**config.mk**
```make
export PLATFORM = sky130hd
export DESIGN_NAME = gb9_front
export DESIGN_NICKNAME = d
export VERILOG_FILES = /design/src/sv/gb9_pkg.sv /design/src/sv/gb9_front.sv
export SDC_FILE = /design/constraint.sdc
export NUM_CORES = 1
export LEC_CHECK = 0
export BUFFER_PORTS_ARGS = -buffer_cell sky130_fd_sc_hd__buf_4
export CAP_MARGIN = 10
export CORE_MARGIN = 4
export CORE_UTILIZATION = 37
export DETAILED_ROUTE_END_ITERATION = 8
export PLACE_DENSITY = 0.86
export SETUP_SLACK_MARGIN = 0.4
export SYNTH_ARGS = -nofsm -noshare
export SYNTH_HDL_FRONTEND = slang
export SYNTH_SLANG_ARGS = --single-unit
```
**constraint.sdc**
```tcl
create_clock -name aclk -period 1.5 [get_ports aclk]
set_input_delay 0.15 -clock aclk [delete_from_list [all_inputs] [get_ports aclk]]
set_output_delay 0.15 -clock aclk [all_outputs]
set_load 0.01 [all_outputs]
```
**src/sv/gb9_pkg.sv**
```systemverilog
// Shared types, constants and the kernel weight table of the Gaussian blur block.
`default_nettype none

package gb9_pkg;

    localparam int MAX_WIDTH_DEF  = 64;
    localparam int MAX_HEIGHT_DEF = 64;

    localparam int SIZE_W     = 7;
    localparam int CFG_ADDR_W = 1;
    localparam int ROW_W      = 6;
    localparam int COL_W      = 6;
    localparam int CH_W       = 8;
    localparam int PIX_W      = 3 * CH_W;

    localparam logic [CFG_ADDR_W-1:0] REG_IMAGE_WIDTH  = 1'b0;
    localparam logic [CFG_ADDR_W-1:0] REG_IMAGE_HEIGHT = 1'b1;

    localparam logic [SIZE_W-1:0] SIZE_RESET = 7'd64;

    localparam logic REQ_STORE  = 1'b0;
    localparam logic REQ_FILTER = 1'b1;

    localparam int TAPS      = 9;
    localparam int HALF_TAPS = 4;
    localparam int NUM_TAPS  = TAPS * TAPS;
    localparam int TAP_W     = $clog2(NUM_TAPS);
    localparam int WGT_W     = 10;
    localparam int PROD_W    = CH_W + WGT_W;
    localparam int ACC_W     = 26;
    localparam int FRAC_W    = 16;

    localparam logic [CH_W-1:0] ALPHA_VALUE = 8'd255;

    localparam int QUEUE_DEPTH = 2;

    typedef struct packed {
        logic             req_type;
        logic [ROW_W-1:0] row;
        logic [COL_W-1:0] col;
        logic [CH_W-1:0]  red;
        logic [CH_W-1:0]  green;
        logic [CH_W-1:0]  blue;
    } gb9_item_t;

    typedef struct packed {
        logic [SIZE_W-1:0] width;
        logic [SIZE_W-1:0] height;
    } gb9_cfg_t;

    localparam logic [WGT_W-1:0] WEIGHT_Q16 [NUM_TAPS] = '{
        10'd736, 10'd763, 10'd782, 10'd794, 10'd798, 10'd794, 10'd782, 10'd763, 10'd736,
        10'd763, 10'd790, 10'd810, 10'd822, 10'd826, 10'd822, 10'd810, 10'd790, 10'd763,
        10'd782, 10'd810, 10'd830, 10'd843, 10'd847, 10'd843, 10'd830, 10'd810, 10'd782,
        10'd794, 10'd822, 10'd843, 10'd856, 10'd860, 10'd856, 10'd843, 10'd822, 10'd794,
        10'd798, 10'd826, 10'd847, 10'd860, 10'd864, 10'd860, 10'd847, 10'd826, 10'd798,
        10'd794, 10'd822, 10'd843, 10'd856, 10'd860, 10'd856, 10'd843, 10'd822, 10'd794,
        10'd782, 10'd810, 10'd830, 10'd843, 10'd847, 10'd843, 10'd830, 10'd810, 10'd782,
        10'd763, 10'd790, 10'd810, 10'd822, 10'd826, 10'd822, 10'd810, 10'd790, 10'd763,
        10'd736, 10'd763, 10'd782, 10'd794, 10'd798, 10'd794, 10'd782, 10'd763, 10'd736
    };

endpackage

`default_nettype wire

```
**src/sv/gb9_front.sv**
```systemverilog
// Front end: size registers, item classification and drop of out-of-range stores.
`default_nettype none

module gb9_front #(
    parameter int MAX_WIDTH  = gb9_pkg::MAX_WIDTH_DEF,
    parameter int MAX_HEIGHT = gb9_pkg::MAX_HEIGHT_DEF
) (
    input  wire                                aclk,
    input  wire                                aresetn,
    input  wire                                s_valid,
    output logic                               s_ready,
    input  wire                                s_req_type,
    input  wire  [gb9_pkg::ROW_W-1:0]          s_pixel_row,
    input  wire  [gb9_pkg::COL_W-1:0]          s_pixel_col,
    input  wire  [gb9_pkg::CH_W-1:0]           s_in_red,
    input  wire  [gb9_pkg::CH_W-1:0]           s_in_green,
    input  wire  [gb9_pkg::CH_W-1:0]           s_in_blue,
    input  wire                                cfg_wr_en,
    input  wire  [gb9_pkg::CFG_ADDR_W-1:0]     cfg_addr,
    input  wire  [gb9_pkg::SIZE_W-1:0]         cfg_wdata,
    output logic                               q_valid,
    input  wire                                q_ready,
    output gb9_pkg::gb9_item_t                 q_item,
    output gb9_pkg::gb9_cfg_t                  cfg
);

    localparam int SIZE_MAX = (1 << gb9_pkg::SIZE_W) - 1;
    localparam logic [gb9_pkg::SIZE_W-1:0] MAX_W_SZ =
        (MAX_WIDTH > SIZE_MAX) ? gb9_pkg::SIZE_W'(SIZE_MAX) : gb9_pkg::SIZE_W'(MAX_WIDTH);
    localparam logic [gb9_pkg::SIZE_W-1:0] MAX_H_SZ =
        (MAX_HEIGHT > SIZE_MAX) ? gb9_pkg::SIZE_W'(SIZE_MAX) : gb9_pkg::SIZE_W'(MAX_HEIGHT);

    function automatic logic [gb9_pkg::SIZE_W-1:0] clamp_size(
        input logic [gb9_pkg::SIZE_W-1:0] v,
        input logic [gb9_pkg::SIZE_W-1:0] max_v
    );
        logic [gb9_pkg::SIZE_W-1:0] r;
        if (v == '0) begin
            r = gb9_pkg::SIZE_W'(1);
        end else if (v > max_v) begin
            r = max_v;
        end else begin
            r = v;
        end
        return r;
    endfunction

    logic [gb9_pkg::SIZE_W-1:0] width_reg, width_next;
    logic [gb9_pkg::SIZE_W-1:0] height_reg, height_next;
    logic in_range;
    logic keep;

    always_comb begin
        width_next  = width_reg;
        height_next = height_reg;
        if (cfg_wr_en) begin
            unique case (cfg_addr)
                gb9_pkg::REG_IMAGE_WIDTH:  width_next  = clamp_size(cfg_wdata, MAX_W_SZ);
                gb9_pkg::REG_IMAGE_HEIGHT: height_next = clamp_size(cfg_wdata, MAX_H_SZ);
                default: ;
            endcase
        end
    end

    always_ff @(posedge aclk) begin
        if (!aresetn) begin
            width_reg  <= clamp_size(gb9_pkg::SIZE_RESET, MAX_W_SZ);
            height_reg <= clamp_size(gb9_pkg::SIZE_RESET, MAX_H_SZ);
        end else begin
            width_reg  <= width_next;
            height_reg <= height_next;
        end
    end

    // drop stores that fall outside the frame store
    assign in_range = (32'(s_pixel_row) < MAX_HEIGHT) && (32'(s_pixel_col) < MAX_WIDTH);
    assign keep     = (s_req_type == gb9_pkg::REQ_FILTER) || in_range;

    assign q_valid = s_valid && keep;
    assign s_ready = q_ready || !keep;

    assign q_item.req_type = s_req_type;
    assign q_item.row      = s_pixel_row;
    assign q_item.col      = s_pixel_col;
    assign q_item.red      = s_in_red;
    assign q_item.green    = s_in_green;
    assign q_item.blue     = s_in_blue;

    assign cfg.width  = width_reg;
    assign cfg.height = height_reg;

endmodule

`default_nettype wire

```
; Yosys cells after proc, flatten, opt, wreduce, memory -nomap -nowiden
; Index checks and enable logic that the tools add are counted.
[op_classes]
order_cmp = 1
n_reduce_logical = 3
muxes = 2
bitwise_logic = 1
[op_table]
columns = operator, count
row1 = two-way mux 7 bit, 2
row2 = "greater-than comparator 7 bit, second input constant", 1
row3 = zero test 7 bit, 1
row4 = AND reduction 2 bit, 2
row5 = inverter 1 bit, 1
[word_totals]
word_cells = 9
register_bits = 14

; Logic depth before layout (Yosys ltp)
[logic_depth]
ltp_word = 3
ltp_mapped = 4

; Least setup slack after synthesis
; OpenSTA, ideal clock, no wires.
[synth_path]
path_type = in2reg
from = input port cfg_addr
to = register height_reg[0] (netlist bit)
required_ns = 1.379
slack_ns = 0.787
setup_ns = 0.121
path_buffers = 1
cell_stages = 4
arrival_ns = 0.592
path_cell_list = and2_2 buf_6 nand4b_1 nand3_1
[synth_via]
elab_chain_cells = 1
[synth_lines]
columns = element, line_no
row1 = start: declaration, gb9_front.sv:19  ; input wire [gb9_pkg::CFG_ADDR_W-1:0] cfg_addr,
row2 = AND reduction 2 bit (no line), --
row3 = end signal: assignment, gb9_front.sv:68  ; height_reg <= clamp_size(gb9_pkg::SIZE_RESET, MAX_H_SZ);
row4 = end signal: assignment, gb9_front.sv:71  ; height_reg <= height_next;
row5 = end: declaration, gb9_front.sv:49  ; logic [gb9_pkg::SIZE_W-1:0] height_reg, height_next;
; Every way passes these cells.
; A chain may end at the register's enable or synchronous reset.

; Worst setup path after layout
[layout_path]
from = register height_reg[4] (netlist bit)
to = output port cfg[4] (netlist bit)
[layout_lines]
columns = element, line_no
row1 = end: declaration, gb9_front.sv:24  ; output gb9_pkg::gb9_cfg_t cfg
; No word-level cell between the ends.

==> out/metrics.cfg <==
[clock_network]
clkTransAtPathRegs_ns=0.09
clock_latency_ns=0.28
cts.sinks=14
ctsHoldBuffers=0
cts_buffers=3
root_buffer=clkbuf_4
clockBufferDepth=2
cts_resized=0
cts_max_level=1
post_cts_buffers=0
cts_tree=built

[setup_path]
worstPathRequired_ns=1.35
worst-path-buf-inv=1
r2r_end=height_reg[4]
path_class=register to primary output
crit_start=height_reg[4]
crit_fanout=2
worst-path-stages=1
slowest_stage=dfxtp_1
crit_chain=buf_4
slowest_delay_ns=0.36
crit_family=flip-flops
ff2ff_setup_slack_ns=0.86
end_kind=primary output
r2r_cells=2
endpoint=cfg[4]
timing.rr.start=height_reg[4]
worstSetupStartpointType=register
cp_data_arrival_time_ns=0.76

[power]
p_per_area_nw_per_um2=878
p_seq_share_pct=50.2
p_sw_uw=188
clkPwrFrac_pct=35.7
p_int_uw=588
irDropWorstVdd_uv=341
power_leakage_uw=0.000359
pwr-share-comb_pct=14.1
sw_frac_of_total_pct=24.3

[sta]
clock_skew_ns=0
worst_pin_slew_ns=0.471
report.final.slew_viol_count=0
fmax_mhz=1100
maxSlewHeadroom_pct=68.6
period_minus_slack_ns=0.912
hold-worst-slack_ns=0.140
rsz0062_at_grt=no
hold_viol_final=0
fin_crit_sh_pct=60.8
fin_tns_setup_ns=0
setup_viol=0

[floorplanning]
core.rowCount=18
fp.dieArea_sq_um=3430
die_y_um=58.6
die_x_um=58.6
start_util_pct=38.6
core_sq_um=2450
io_pins=103

[global_route]
antenna_found_initial=0
grt_pass1_wl_um=2780
grt_util_all_layers_pct=10.4
overflow=0
first_global_vias=649
grt_max_degree=18

[detailed_routing]
vias=614
wl_per_cell_um=14.1
ant_nets=0
wl_um=1790
drc=0
drt_iter0_markers=14
via_per_inst=4.83
drt-pass1-iter-count=4

[logic_synthesis]
ys_ff_latch=14
synth_fp_nets=161
yosysSeqAreaShare_pct=29.6
netlist_area_sq_um=947
synth.distinct_cells=15
syn_inst=111
avgSynthCellArea_sq_um=8.53
ys_warn_count=0

[run]
drv_cap=0

[finish]
antennaDiodeCount=0
postLayoutCellArea_sq_um=885
post-route-util_pct=36.0
fillers=249
multi_input_area_sq_um=350
final_cell_mix=24 x buf_4, 21 x nand2_1, 14 x dfxtp_1
fin_cells=127
drive_gt1_share_pct=42.3
fin_nets=148
seqCellArea_sq_um=280
final_common_cell=buf_4
syn_to_final_growth_pct=-6.61

[placed_design]
placed_cells=123
gp_congestion=0.798
placed_cell_area_sq_um=848
hpwlAfterDp_um=1470
io_buffers=24

[hold_path]
hp-class=input pin to register

[status]
status=finished, final reports clean

## layout make-up
type | instances | area share, %
Timing Repair Buffer | 24 | 20.4
Clock buffer | 4 | 4.10
Sequential cell | 14 | 31.7
Tap cell | 30 | 4.24
Multi-Input combinational cell | 55 | 39.6
## layer usage
metal / vias up / global-route usage [%] / part of all wire [%]
li1: 293 / - / -
met1: 276 / 9.77 / 35
met2: 37 / 17.9 / 50
met3: 8 / 5.48 / 14
met4: 0 / 6.15 / 1.5
met5: - / 0 / 0
## power by group through the flow
stage	Combinational [uW]	Clock [uW]	Sequential, uW
after floorplan	161	0	404
after global placement	107	0	398
after detailed placement	111	0	399
after CTS	111	282	390
after global routing	121	298	391
final	110	277	390
## metrics by stage
step / setup slack [ns] / total power (uW)
floorplan: 0.787 / 565
global placement: 0.552 / 506
detailed placement: 0.505 / 509
CTS: 0.581 / 783
global route: 0.553 / 810
finish: 0.588 / 777
## kinds of logic after synthesis
kind of cell	Yosys count	synth area share, %
buf+inv	42	33.4
simple gates	43	24.0
compound gates	12	12.9
flops	14	29.6
## synthesized netlist by cell type
master    instances  area share [%]
buf_4            40              32
or2b_4            1             1.2
nor4_2            1             1.3
nand3_1           4             2.1
nor2b_1           4             2.6
o21ai_1           2             1.1
and2_2            1            0.79
buf_2             1            0.53
dfxtp_1          14              30
nand2_1          21             8.3
a21boi_2         10              12
buf_6             1             1.2
nand4b_1          4             3.7
nor2_1            4             1.6
and2b_1           3             2.4
## worst min-delay path by stage
| stage | start | slack (ns) | endpoint | cells after the start |
|---|---|---|---|---|
| floorplan | aresetn | 0.30 | height_reg[1] | 1 |
| global placement | s_pixel_col[1] | 0.30 | q_item[25] | 0 |
| detailed placement | s_pixel_col[1] | 0.30 | q_item[25] | 0 |
| CTS | aresetn | 0.14 | height_reg[6] | 2 |
| global route | cfg_wdata[2] | 0.16 | width_reg[0] | 3 |
| finish | aresetn | 0.14 | height_reg[6] | 2 |
Power figures use the tool's default switching activity.
