**src/sv/gb9_pkg.sv**
```systemverilog
// Shared types, constants and the kernel weight table of the Gaussian blur block.
`default_nettype none

package gb9_pkg;

    localparam int MAX_WIDTH_DEF  = 64;
    localparam int MAX_HEIGHT_DEF = 64;

    localparam int SIZE_W     = 7;
    localparam int CFG_ADDR_W = 1;
    localparam int ROW_W      = 6;
    localparam int COL_W      = 6;
    localparam int CH_W       = 8;
    localparam int PIX_W      = 3 * CH_W;

    localparam logic [CFG_ADDR_W-1:0] REG_IMAGE_WIDTH  = 1'b0;
    localparam logic [CFG_ADDR_W-1:0] REG_IMAGE_HEIGHT = 1'b1;

    localparam logic [SIZE_W-1:0] SIZE_RESET = 7'd64;

    localparam logic REQ_STORE  = 1'b0;
    localparam logic REQ_FILTER = 1'b1;

    localparam int TAPS      = 9;
    localparam int HALF_TAPS = 4;
    localparam int NUM_TAPS  = TAPS * TAPS;
    localparam int TAP_W     = $clog2(NUM_TAPS);
    localparam int WGT_W     = 10;
    localparam int PROD_W    = CH_W + WGT_W;
    localparam int ACC_W     = 26;
    localparam int FRAC_W    = 16;

    localparam logic [CH_W-1:0] ALPHA_VALUE = 8'd255;

    localparam int QUEUE_DEPTH = 2;

    typedef struct packed {
        logic             req_type;
        logic [ROW_W-1:0] row;
        logic [COL_W-1:0] col;
        logic [CH_W-1:0]  red;
        logic [CH_W-1:0]  green;
        logic [CH_W-1:0]  blue;
    } gb9_item_t;

    typedef struct packed {
        logic [SIZE_W-1:0] width;
        logic [SIZE_W-1:0] height;
    } gb9_cfg_t;

    localparam logic [WGT_W-1:0] WEIGHT_Q16 [NUM_TAPS] = '{
        10'd736, 10'd763, 10'd782, 10'd794, 10'd798, 10'd794, 10'd782, 10'd763, 10'd736,
        10'd763, 10'd790, 10'd810, 10'd822, 10'd826, 10'd822, 10'd810, 10'd790, 10'd763,
        10'd782, 10'd810, 10'd830, 10'd843, 10'd847, 10'd843, 10'd830, 10'd810, 10'd782,
        10'd794, 10'd822, 10'd843, 10'd856, 10'd860, 10'd856, 10'd843, 10'd822, 10'd794,
        10'd798, 10'd826, 10'd847, 10'd860, 10'd864, 10'd860, 10'd847, 10'd826, 10'd798,
        10'd794, 10'd822, 10'd843, 10'd856, 10'd860, 10'd856, 10'd843, 10'd822, 10'd794,
        10'd782, 10'd810, 10'd830, 10'd843, 10'd847, 10'd843, 10'd830, 10'd810, 10'd782,
        10'd763, 10'd790, 10'd810, 10'd822, 10'd826, 10'd822, 10'd810, 10'd790, 10'd763,
        10'd736, 10'd763, 10'd782, 10'd794, 10'd798, 10'd794, 10'd782, 10'd763, 10'd736
    };

endpackage

`default_nettype wire

```
**src/sv/gb9_fifo.sv**
```systemverilog
// Short item queue between the front end and the filter engine.
`default_nettype none

module gb9_fifo (
    input  wire                 aclk,
    input  wire                 aresetn,
    input  wire                 push_valid,
    output logic                push_ready,
    input  gb9_pkg::gb9_item_t  push_item,
    output logic                pop_valid,
    input  wire                 pop_ready,
    output gb9_pkg::gb9_item_t  pop_item
);

    localparam int PTR_W = (gb9_pkg::QUEUE_DEPTH > 1) ? $clog2(gb9_pkg::QUEUE_DEPTH) : 1;
    localparam int CNT_W = $clog2(gb9_pkg::QUEUE_DEPTH + 1);
    localparam logic [PTR_W-1:0] LAST_PTR = PTR_W'(gb9_pkg::QUEUE_DEPTH - 1);
    localparam logic [CNT_W-1:0] FULL_CNT = CNT_W'(gb9_pkg::QUEUE_DEPTH);

    gb9_pkg::gb9_item_t entry_reg [gb9_pkg::QUEUE_DEPTH];
    logic [PTR_W-1:0] wr_ptr_reg, wr_ptr_next;
    logic [PTR_W-1:0] rd_ptr_reg, rd_ptr_next;
    logic [CNT_W-1:0] count_reg, count_next;
    logic do_push;
    logic do_pop;

    assign push_ready = (count_reg != FULL_CNT);
    assign pop_valid  = (count_reg != '0);
    assign pop_item   = entry_reg[rd_ptr_reg];
    assign do_push    = push_valid && push_ready;
    assign do_pop     = pop_valid && pop_ready;

    always_comb begin
        wr_ptr_next = wr_ptr_reg;
        rd_ptr_next = rd_ptr_reg;
        count_next  = count_reg;
        if (do_push) begin
            wr_ptr_next = (wr_ptr_reg == LAST_PTR) ? '0 : wr_ptr_reg + PTR_W'(1);
        end
        if (do_pop) begin
            rd_ptr_next = (rd_ptr_reg == LAST_PTR) ? '0 : rd_ptr_reg + PTR_W'(1);
        end
        if (do_push && !do_pop) begin
            count_next = count_reg + CNT_W'(1);
        end else if (do_pop && !do_push) begin
            count_next = count_reg - CNT_W'(1);
        end
    end

    always_ff @(posedge aclk) begin
        if (!aresetn) begin
            wr_ptr_reg <= '0;
            rd_ptr_reg <= '0;
            count_reg  <= '0;
        end else begin
            wr_ptr_reg <= wr_ptr_next;
            rd_ptr_reg <= rd_ptr_next;
            count_reg  <= count_next;
        end
    end

    always_ff @(posedge aclk) begin
        if (do_push) begin
            entry_reg[wr_ptr_reg] <= push_item;
        end
    end

endmodule

`default_nettype wire

```
**config.mk**
```make
export PLATFORM = sky130hd
export DESIGN_NAME = gb9_fifo
export DESIGN_NICKNAME = d
export VERILOG_FILES = /design/src/sv/gb9_pkg.sv /design/src/sv/gb9_fifo.sv
export SDC_FILE = /design/constraint.sdc
export NUM_CORES = 1
export LEC_CHECK = 0
export BUFFER_PORTS_ARGS = -buffer_cell sky130_fd_sc_hd__buf_2
export CAP_MARGIN = 20
export CORE_UTILIZATION = 46
export CTS_BUF_LIST = sky130_fd_sc_hd__clkbuf_16
export CTS_CLUSTER_SIZE = 40
export DETAILED_ROUTE_END_ITERATION = 8
export PLACE_DENSITY_LB_ADDON = 0.2
export SLEW_MARGIN = 20
export SYNTH_ARGS = -nofsm -noshare
export SYNTH_HDL_FRONTEND = slang
export SYNTH_SLANG_ARGS = --single-unit
```
**constraint.sdc**
```tcl
create_clock -name aclk -period 2.35 [get_ports aclk]
set_clock_uncertainty 0.2 [all_clocks]
set_input_delay 0.235 -clock aclk [delete_from_list [all_inputs] [get_ports aclk]]
set_output_delay 0.235 -clock aclk [all_outputs]
set_load 0.05 [all_outputs]
```
* After elaboration in Yosys (flattened, before gate mapping)
Memory sizes are Yosys's and may differ from the RTL's. A register that Yosys moved wholly into a read port is not among the register bits.
Cells that the tools add are included.
** Storage, ports and cells
- Memories :: 1
- Bits in writable memories :: 74
- Input bits :: 41
- Output and inout port bits :: 39
- Word-level logic and storage cells :: 25
- Bits in registers :: 4
** Operators by class
- Reductions and logical operators :: 8
- Mux-type cells :: 8
- Add/subtract/negate cells :: 4
- Equal/unequal tests :: 1
** Memory list
- entry_reg :: words 2, bits a word 37, read ports 1, clocked after Yosys merged registers in 1, wr ports 1, line gb9_fifo.sv:20 : gb9_pkg::gb9_item_t entry_reg [gb9_pkg::QUEUE_DEPTH];
** Operator list (count)
- 2-to-1 mux 1 bit :: 6
- logical AND 1 bit :: 4
- 2-to-1 mux 2 bit :: 2
- nonzero test 2 bit :: 2
- adder 1 bit (second input constant) :: 2
- adder 2 x 1 -> 2 bit (second input constant) :: 1
- logical NOT 1 bit :: 2
- inequality test 2 bit (second input constant) :: 1
- subtractor 2 x 1 -> 2 bit (second input constant) :: 1

* Longest topological paths before layout
Gate-level depths: netlist of run 1.
- Depth in word-level cells :: 6
- Mapped depth :: 6
- Depth with buffers taken out :: 6

* Worst setup path after synthesis of run 1
OpenSTA, ideal clock, no wires.
- Kind :: register to register
- Start :: register count_reg[0]
- End :: memory entry_reg[1][0] (netlist bit) (enable)
- Path buffers :: 0
- Arrival time :: 1.627 ns
- Slack :: 0.125 ns
- Period minus slack after synthesis :: 2.225 ns
- Stages on the path, launching flop included :: 3
- Required time :: 1.752 ns
- Library setup time :: 0.398 ns
- Cell sequence :: dfxtp_1 -> nand2b_4 -> and3_1
** On the way
- Word-level cells in the longest chain between the ends :: 4
** Ends and longest elaborated chain
- start: declaration :: line gb9_fifo.sv:23 : logic [CNT_W-1:0] count_reg, count_next;
- start signal: assignment :: line gb9_fifo.sv:58 : count_reg <= count_next;
- inequality test 2 bit :: line gb9_fifo.sv:27 : assign push_ready = (count_reg != FULL_CNT);
- via push_ready :: line gb9_fifo.sv:8 : output logic push_ready,
- logical AND 1 bit :: line gb9_fifo.sv:30 : assign do_push = push_valid && push_ready;
- 2-to-1 mux 1 bit :: line gb9_fifo.sv:63 : if (do_push) begin
- 2-to-1 mux 1 bit (implied by the code) :: line gb9_fifo.sv:64 : entry_reg[wr_ptr_reg] <= push_item;
- end: declaration :: line gb9_fifo.sv:20
The timed path passes the listed nets, and every way through them passes these cells.

==> impl_metrics.csv, run 1 <==
group,metric,value,unit
place,dp_cells,294,
logic_synthesis,synth.net_count,181,
job,maxCapViolCount,0,
route,dr.pass1.iters,4,
clock_network,clock_latency,0.32,ns
worst_setup_path,reg2reg_setup_slack,0.56,ns
clock_network,cts_buffers,9,
logic_synthesis,ys_seq_area_frac,0.7983,
floorplan,rows,28,
route,totalWireLength,5182,um
place,portBuffers,79,
final_layout,final_common_cell,"buf_2",
power,power_density,1180,nW/um2
worst_setup_path,required,1.91,ns
grt,grt_antenna_before_repair,0,
floorplan,pin_count,80,
power,power,4.830,mW
route,via_per_inst,4.773,
worst_setup_path,endpoint_kind,"primary output",
grt,grt_start_max_net_pins,26,
timing,worst_slack,0.2373,ns
logic_synthesis,synth_area,2909,um2
clock_network,cts_tree,"done",
grt,grt_pass1_vias,1736,
worst_setup_path,cp-start-kind,"flop",
timing,fin_crit_sh,0.8990,
clock_network,post_cts_resized,0,
place,dp.final_hpwl,3107,um
worst_setup_path,rr_startpoint,"count_reg[0]",
clock_network,clock_sinks,79,
grt,grt_overflow,0,
logic_synthesis,syn_inst,139,
worst_setup_path,path_class,"flop to primary output",
timing,hold_slack,0.05413,ns
logic_synthesis,synth_cell_types,20,
logic_synthesis,ys_warn_count,0,
worst_setup_path,crit_fanout,25,
power,ir_drop,0.8190,mV
power,p_int,3.106,mW
timing,maxSlewViolCount,0,
floorplan,coreArea,6026,um2
timing,timing_hold_violations_final,0,
route,drt.antenna.violating_nets,0,
run_status,outcome,"completed",
timing,max_freq,473.3,MHz
worst_setup_path,ff2ff_path_depth,5,
final_layout,antenna_cells,0,
timing,tightest_slew,0.3383,ns
place,place.gp.congestion,0.6463,
route,drt_iter0_markers,83,
timing,rsz0062_at_grt,"no",
clock_network,cts_hold_buf,38,
hold_path,hold_class,"input port to flop",
floorplan,die_area,6646,um2
power,power.static_leakage,1.565,nW
worst_setup_path,cp.arrival,1.68,ns
grt,grt_pass1_wl,7741,um
clock_network,clkTransAtPathRegs,0.06,ns
final_layout,syn_to_final_growth,40.73,%
clock_network,post_cts_buffers,0,
final_layout,nets,310,
worst_setup_path,reg2reg_to,"count_reg[1]",
route,vias,1661,
floorplan,die_x,81.53,um
timing,fin_tns_setup,0,ns
power,power.share.sequential,0.383,
final_layout,layout_common_cells,"79 x buf_2, 74 x edfxtp_1, 38 x dlygate4sd3_1",
clock_network,root_buffer,"clkbuf_16",
power,share_comb_of_total_power,0.344,
final_layout,drive_gt1_frac,0.5128,
logic_synthesis,avgSynthCellArea,20.93,um2
final_layout,largest_reg_flops,74,
timing,layout_min_cycle_time,2.113,ns
worst_setup_path,critPathCapture,"pop_item[6]",
power,switching_power,1.724,mW
route,drc,0,
logic_synthesis,synth_seq_cells,79,
clock_network,clockBufferDepth,2,
floorplan,dieHeight,81.53,um
power,clkPwrFrac,0.273,
clock_network,htreeDepth,3,
floorplan,initial_core_util,0.4828,
route,routedWlPerCell,14.89,um
final_layout,fin_cells,348,
place,place_ws,0.5643,ns
timing,maxSlewHeadroom,0.7745,
power,swShare,0.3569,
grt,grtUsageTotal,0.1648,
timing,setup_viol,0,
## worst min path at each step
| stage | from | endpoint | cells after the start |
|---|---|---|---|
| floorplan | push_item[0] | entry_reg[0][0] | 0 |
| global placement | push_item[6] | entry_reg[0][6] | 1 |
| detailed placement | push_item[24] | entry_reg[0][24] | 1 |
| CTS | push_valid | wr_ptr_reg | 3 |
| global route | push_valid | wr_ptr_reg | 3 |
| finish | push_valid | wr_ptr_reg | 3 |
## power groups by stage
stage / sequential, mW / combinational, mW / clock (mW)
after global routing: 1.88 / 1.75 / 1.40
final: 1.85 / 1.66 / 1.32
after floorplan: 1.84 / 1.31 / 0
after detailed placement: 1.88 / 1.62 / 0
after global placement: 1.88 / 1.61 / 0
after CTS: 1.86 / 1.68 / 1.35
## logic make-up (layout without fill, tap and decap cells)
kind of cell | after synthesis | in the layout | share of synthesized area
multiplexers | 37 | 37 | 0.1432
AND/OR/NAND/NOR | 9 | 9 | 0.02237
XOR/XNOR | 3 | 3 | 0.009034
adder cells (fa/ha/maj) | 1 | 1 | 0.004300
buffers and inverters | 5 | 139 | 0.01075
AO/OA/AOI/OAI | 5 | 5 | 0.01204
flip-flops | 79 | 79 | 0.7983
## layer usage
| layer | global-route usage | share of wire | up-vias |
|---|---|---|---|
| met5 | 0 | 0 | - |
| met4 | 0.08929 | 0.015 | 0 |
| met3 | 0.04667 | 0.044 | 8 |
| met2 | 0.2817 | 0.51 | 55 |
| met1 | 0.1857 | 0.43 | 794 |
| li1 | - | - | 804 |
## metrics by stage
step / utilization / instance area [um2]
floorplan: - / 2909
global route: 0.6794 / 4094
CTS: 0.6794 / 4094
finish: 0.6794 / 4094
global placement: 0.5681 / 3423
detailed placement: 0.5681 / 3423
## final cells by class
| class | count | area, um2 |
|---|---|---|
| Clock buffer | 9 | 225.2 |
| Fill cell | 421 | 1932 |
| Sequential cell | 79 | 2323 |
| Clock inverter | 7 | 65.06 |
| Inverter | 1 | 3.754 |
| Multi-Input combinational cell | 55 | 556.8 |
| Timing Repair Buffer | 122 | 825.8 |
| Tap cell | 75 | 93.84 |
## critical path: stages (launching register included)
cell and delay [ns]:
dfxtp_2 0.53, buf_12 0.23, mux2_2 0.37, buf_2 0.21
## synthesized netlist by cell type
cell type,number,area [um2]
nand3b_1,1,7.510
a21boi_1,1,7.510
o21ai_0,1,5.000
a21bo_2,1,10.01
a21boi_0,1,7.510
ha_1,1,12.51
dfxtp_1,5,100.1
mux2_2,37,416.7
o21ai_1,1,5.000
xnor2_1,2,17.52
and3_1,1,6.260
and2_1,4,25.02
or3_1,1,6.260
inv_1,1,3.750
buf_2,1,5.000
edfxtp_1,74,2222
nand2b_4,1,13.76
buf_4,3,22.52
or2_2,1,6.260
xor2_1,1,8.760
Note: power is estimated with default switching activity, not from simulation.
==> inputs of run 2 (changes only) <==
PLACE_DENSITY = 0.72   (was unset)
PLACE_DENSITY_LB_ADDON = unset   (was 0.2)
==> run 2 against run 1 <==
Compared with the run above: hold slack got worse by 0.018 ns; largest cell class unchanged; via count is 1.4% lower; combinational power about the same; critical endpoint is now pop_item[4].
==> impl_metrics.csv, run 2 (synthesis gave the netlist of run 1 again) <==
group,metric,value,unit
worst_setup_path,cp_slowest_cell,"dfxtp_2",
clock_network,clock_latency,0.32,ns
grt,grtUsageTotal,0.1638,
grt,grt_antenna_before_repair,0,
grt,grt_util_met3,0.03778,
timing,fin_crit_sh,0.9041,
final_layout,largest_reg_flops,74,
timing,tightest_slew,0.3469,ns
floorplan,dieHeight,81.53,um
power,switching_power,1.709,mW
worst_setup_path,required,1.91,ns
route,drc,0,
clock_network,clock_sinks,79,
power,power.static_leakage,1.566,nW
timing,layout_min_cycle_time,2.125,ns
clock_network,post_cts_buffers,0,
grt,grt_start_max_net_pins,33,
timing,maxSlewHeadroom,0.7688,
power,share_comb_of_total_power,0.347,
final_layout,drive_gt1_frac,0.4982,
power,p_int,3.105,mW
final_layout,finalInstanceArea,4095,um2
power,clkPwrFrac,0.268,
power,ir_drop,0.6883,mV
grt,use_met2,0.2683,
clock_network,cts_buffers,9,
power,power.share.sequential,0.385,
hold_path,hold_class,"input port to flop",
route,totalWireLength,5011,um
grt,grtUsageMet1,0.1875,
floorplan,pin_count,80,
place,place_ws,0.5481,ns
timing,setup_viol,0,
final_layout,syn_to_final_growth,40.77,%
route,routedWlPerCell,14.48,um
floorplan,die_x,81.53,um
timing,max_freq,470.7,MHz
clock_network,cts_tree,"done",
job,maxCapViolCount,0,
place,place.gp.congestion,0.6903,
run_status,outcome,"completed",
clock_network,clockBufferDepth,2,
worst_setup_path,endpoint_kind,"primary output",
clock_network,htreeDepth,3,
worst_setup_path,max_stage_delay,0.54,ns
worst_setup_path,critPathBufInv,2,
worst_setup_path,cp-start-kind,"flop",
timing,timing_hold_violations_final,0,
place,dp_cells,292,
grt,grt_pass1_wl,7638,um
grt,grt_overflow,0,
final_layout,layout_common_cells,"79 x buf_2, 74 x edfxtp_1, 38 x dlygate4sd3_1",
route,dr.pass1.iters,4,
worst_setup_path,path_class,"flop to primary output",
floorplan,rows,28,
power,power_density,1176,nW/um2
final_layout,final_common_cell,"buf_2",
worst_setup_path,cp.arrival,1.69,ns
timing,fin_tns_setup,0,ns
route,vias,1637,
worst_setup_path,crit_family,"flip-flops",
clock_network,clkTransAtPathRegs,0.05,ns
floorplan,initial_core_util,0.4828,
worst_setup_path,worstPathCellList,"buf_12, mux2_2, buf_2",
place,dp.final_hpwl,3055,um
timing,worst_slack,0.2253,ns
floorplan,die_area,6646,um2
route,drt_iter0_markers,57,
timing,maxSlewViolCount,0,
place,portBuffers,79,
final_layout,fin_cells,346,
clock_network,root_buffer,"clkbuf_16",
place,placed_area,3433,um2
grt,grt_busiest_layer,"met2",
grt,grt_pass1_vias,1688,
floorplan,coreArea,6026,um2
power,swShare,0.3550,
timing,rsz0062_at_grt,"no",
route,via_per_inst,4.731,
final_layout,nets,308,
final_layout,antenna_cells,0,
route,drt.antenna.violating_nets,0,
worst_setup_path,crit_fanout,24,
timing,hold_slack,0.03617,ns
run 2: repair_timing:
action / 4_1_cts / 5_1_grt
gates resized for setup: 0 / 0
hold endpoints to repair: 78 / 0
hold buffers: 38 / 0
run 2: layout make-up:
type,instances,area (um2)
clock buffers,9,225.2
clock inverters,7,56.30
fillers,428,1931
inverters,1,3.754
multi-input cells,55,556.8
flip-flops and latches,79,2323
well taps,75,93.84
repair buffers,120,835.8
run 2: path summary, 6_finish.rpt:
kind,startpoint,end,slack (ns),cells past startpoint
max,flop,pop_item[4],0.23,3
min,push_valid,wr_ptr_reg,0.04,3
min reg2reg,count_reg[1],count_reg[1],0.36,2
max reg2reg,count_reg[0],count_reg[1],0.58,5
run 2: per-stage QoR:
step	power, mW	utilization
6_report	4.815	0.6796
5_1_grt	5.005	0.6796
4_1_cts	4.849	0.6796
3_5_place_dp	3.512	0.5698
3_3_place_gp	3.490	0.5698
2_1_floorplan	3.151	-
run 2: power by group through the flow:
| stage | clock (mW) | sequential, mW | combinational (mW) |
|---|---|---|---|
| 6_report | 1.29 | 1.86 | 1.67 |
| 3_3_place_gp | 0 | 1.88 | 1.61 |
| 4_1_cts | 1.31 | 1.86 | 1.68 |
| 3_5_place_dp | 0 | 1.89 | 1.63 |
| 5_1_grt | 1.37 | 1.88 | 1.76 |
| 2_1_floorplan | 0 | 1.84 | 1.31 |
run 2: routing by layer:
metal,vias to the layer above,routed length [um]
li1,794,-
met5,-,0
met2,53,2505
met4,0,158
met3,13,232
met1,777,2115
run 2: tightest hold or removal path: cells and delay by family:
family,cells,cell delay (ns)
AO/OA/AOI/OAI,1,0.07
buffers and inverters,1,0.11
AND/OR/NAND/NOR,1,0.09
==> inputs of run 3 (changes only) <==
ABC_AREA = 1   (was unset)
CORE_UTILIZATION = 25   (was 46)
PLACE_DENSITY = unset   (was 0.72)
==> run 3 against run 2 <==
Compared with the run above: combinational power about the same; highest routed layer unchanged; cell count up 25%; core utilization down 32 points; hold slack better by 0.089 ns.
==> impl_metrics.csv, run 3 <==
group,metric,value,unit
floorplan,coreArea,11960,um2
route,drt.antenna.violating_nets,0,
clock_network,post_cts_buffers,0,
final_layout,antenna_cells,0,
logic_synthesis,async_flop_share,0,
logic_synthesis,ys_warn_count,0,
logic_synthesis,synthMostInstantiatedCell,"edfxtp_1",
clock_network,htreeDepth,3,
logic_synthesis,synth_seq_cells,79,
clock_network,clock_sinks,79,
worst_setup_path,cp.arrival,1.65,ns
clock_network,clkTransAtPathRegs,0.06,ns
final_layout,largest_reg_flops,74,
logic_synthesis,synth_area,3063,um2
worst_setup_path,crit_fanout,24,
clock_network,clock_latency,0.33,ns
logic_synthesis,synth.net_count,194,
worst_setup_path,cp-start-kind,"flop",
place,dp.final_hpwl,3524,um
grt,grt_pass1_vias,1794,
logic_synthesis,yosys-top-cells-count,"74 x edfxtp_1, 30 x mux2_4, 9 x nand2_1",
logic_synthesis,ys.flop_type,"edfxtp_1",
floorplan,rows,40,
logic_synthesis,synth_cell_types,15,
grt,grtUsageTotal,0.09344,
final_layout,nets,324,
timing,max_freq,478.6,MHz
worst_setup_path,required,1.91,ns
route,drc,0,
floorplan,die_x,112.7,um
route,via_per_inst,3.995,
final_layout,drive_gt1_frac,0.4790,
route,vias,1730,
final_layout,syn_to_final_growth,40.85,%
clock_network,cts_tree,"done",
clock_network,cts_buffers,9,
route,dr.pass1.iters,5,
logic_synthesis,yosysTopAreaCell,"edfxtp_1",
power,power,4.936,mW
power,power.static_leakage,1.711,nW
timing,timing_hold_violations_final,0,
clock_network,root_buffer,"clkbuf_16",
grt,grt_pass1_wl,8666,um
timing,maxSlewViolCount,0,
timing,hold_slack,0.1253,ns
power,ir_drop,0.7339,mV
timing,layout_min_cycle_time,2.089,ns
route,drt_iter0_markers,43,
final_layout,layout_common_cells,"79 x buf_2, 74 x edfxtp_1, 38 x dlygate4sd3_1",
worst_setup_path,path_class,"flop to primary output",
timing,setup_viol,0,
timing,maxSlewHeadroom,0.7088,
logic_synthesis,ys_seq_area_frac,0.7582,
timing,tightest_slew,0.4368,ns
route,routedWlPerCell,12.62,um
logic_synthesis,avgSynthCellArea,20.15,um2
job,maxCapViolCount,0,
grt,grt_overflow,0,
final_layout,fin_cells,433,
timing,rsz0062_at_grt,"no",
floorplan,initial_core_util,0.2561,
final_layout,fin_util,0.3607,
logic_synthesis,synth_edf_count,74,
power,power_density,1144,nW/um2
logic_synthesis,synth.top_cell.area_share,0.7255,
floorplan,die_area,12700,um2
route,totalWireLength,5463,um
floorplan,dieHeight,112.7,um
grt,grt_antenna_before_repair,0,
place,portBuffers,79,
place,place.gp.congestion,0.6838,
final_layout,final_common_cell,"buf_2",
logic_synthesis,syn_inst,152,
clock_network,clockBufferDepth,2,
place,dp_cells,380,
hold_path,hold_class,"input port to flop",
timing,fin_crit_sh,0.8891,
floorplan,pin_count,80,
grt,grt_start_max_net_pins,25,
run_status,outcome,"completed",
worst_setup_path,endpoint_kind,"primary output",
logic_synthesis,synthTopCellsByArea,"edfxtp_1 73%, mux2_4 15%, dfxtp_1 3.3%",
## run 3: kinds of logic (layout without fill, tap and decap cells)
kind of cell	Yosys count	after routing	synth area share
mux	37	37	0.1728
buf+inv	12	146	0.03309
fa+ha+maj	1	1	0.004084
simple gates	19	19	0.02451
flops	79	79	0.7582
compound gates	4	4	0.007352
## run 3: final cells by class
class,instances,area (um2)
fillers,1163,7647
flip-flops and latches,79,2323
repair buffers,123,820.8
multi-input cells,61,654.4
clock buffers,9,225.2
well taps,147,183.9
clock inverters,6,76.32
inverters,8,30.03
## run 3: final timing paths
path / start / end / slack (ns) / cells after the start
setup / recovery: flop / pop_item[24] / 0.26 / 3
hold / removal: pop_ready / flop / 0.13 / 4
hold reg to reg: rd_ptr_reg / flop / 0.30 / 2
setup reg to reg: count_reg[0] / count_reg[1] / 0.58 / 10
## run 3: worst max-delay path, stage by stage, from the launching register on
cell and delay [ns]:
dfxtp_2 0.32, buf_4 0.38, mux2_2 0.39, buf_2 0.21
## run 3: per-layer routing
| layer | global-route usage | up-vias | wire length (um) |
|---|---|---|---|
| met5 | 0 | - | 0 |
| met4 | 0.05067 | 0 | 117 |
| met3 | 0.03564 | 9 | 301 |
| met2 | 0.1510 | 55 | 2601 |
| met1 | 0.1070 | 834 | 2444 |
| li1 | - | 832 | - |
## run 3: what timing repair did
| item | CTS | global route |
|---|---|---|
| resized for setup | 0 | 0 |
| hold endpoints to repair | 79 | 0 |
| hold buffers | 38 | 0 |
## run 3: where the power goes
| group | switching (mW) | internal [mW] |
|---|---|---|
| logic | 1.14 | 0.547 |
| clock network | 0.496 | 0.910 |
| registers | 0.0594 | 1.78 |
| total | 1.70 | 3.24 |
## run 3: through the flow
stage | TNS (ns) | worst slack [ns] | cell area [um2]
final | 0 | 0.2606 | 4314
after global routing | 0 | 0.1775 | 4314
after detailed placement | 0 | 0.5844 | 3632
after global placement | 0 | 0.6149 | 3632
after CTS | 0 | 0.2147 | 4314
after floorplan | -17.06 | -0.2306 | 3068
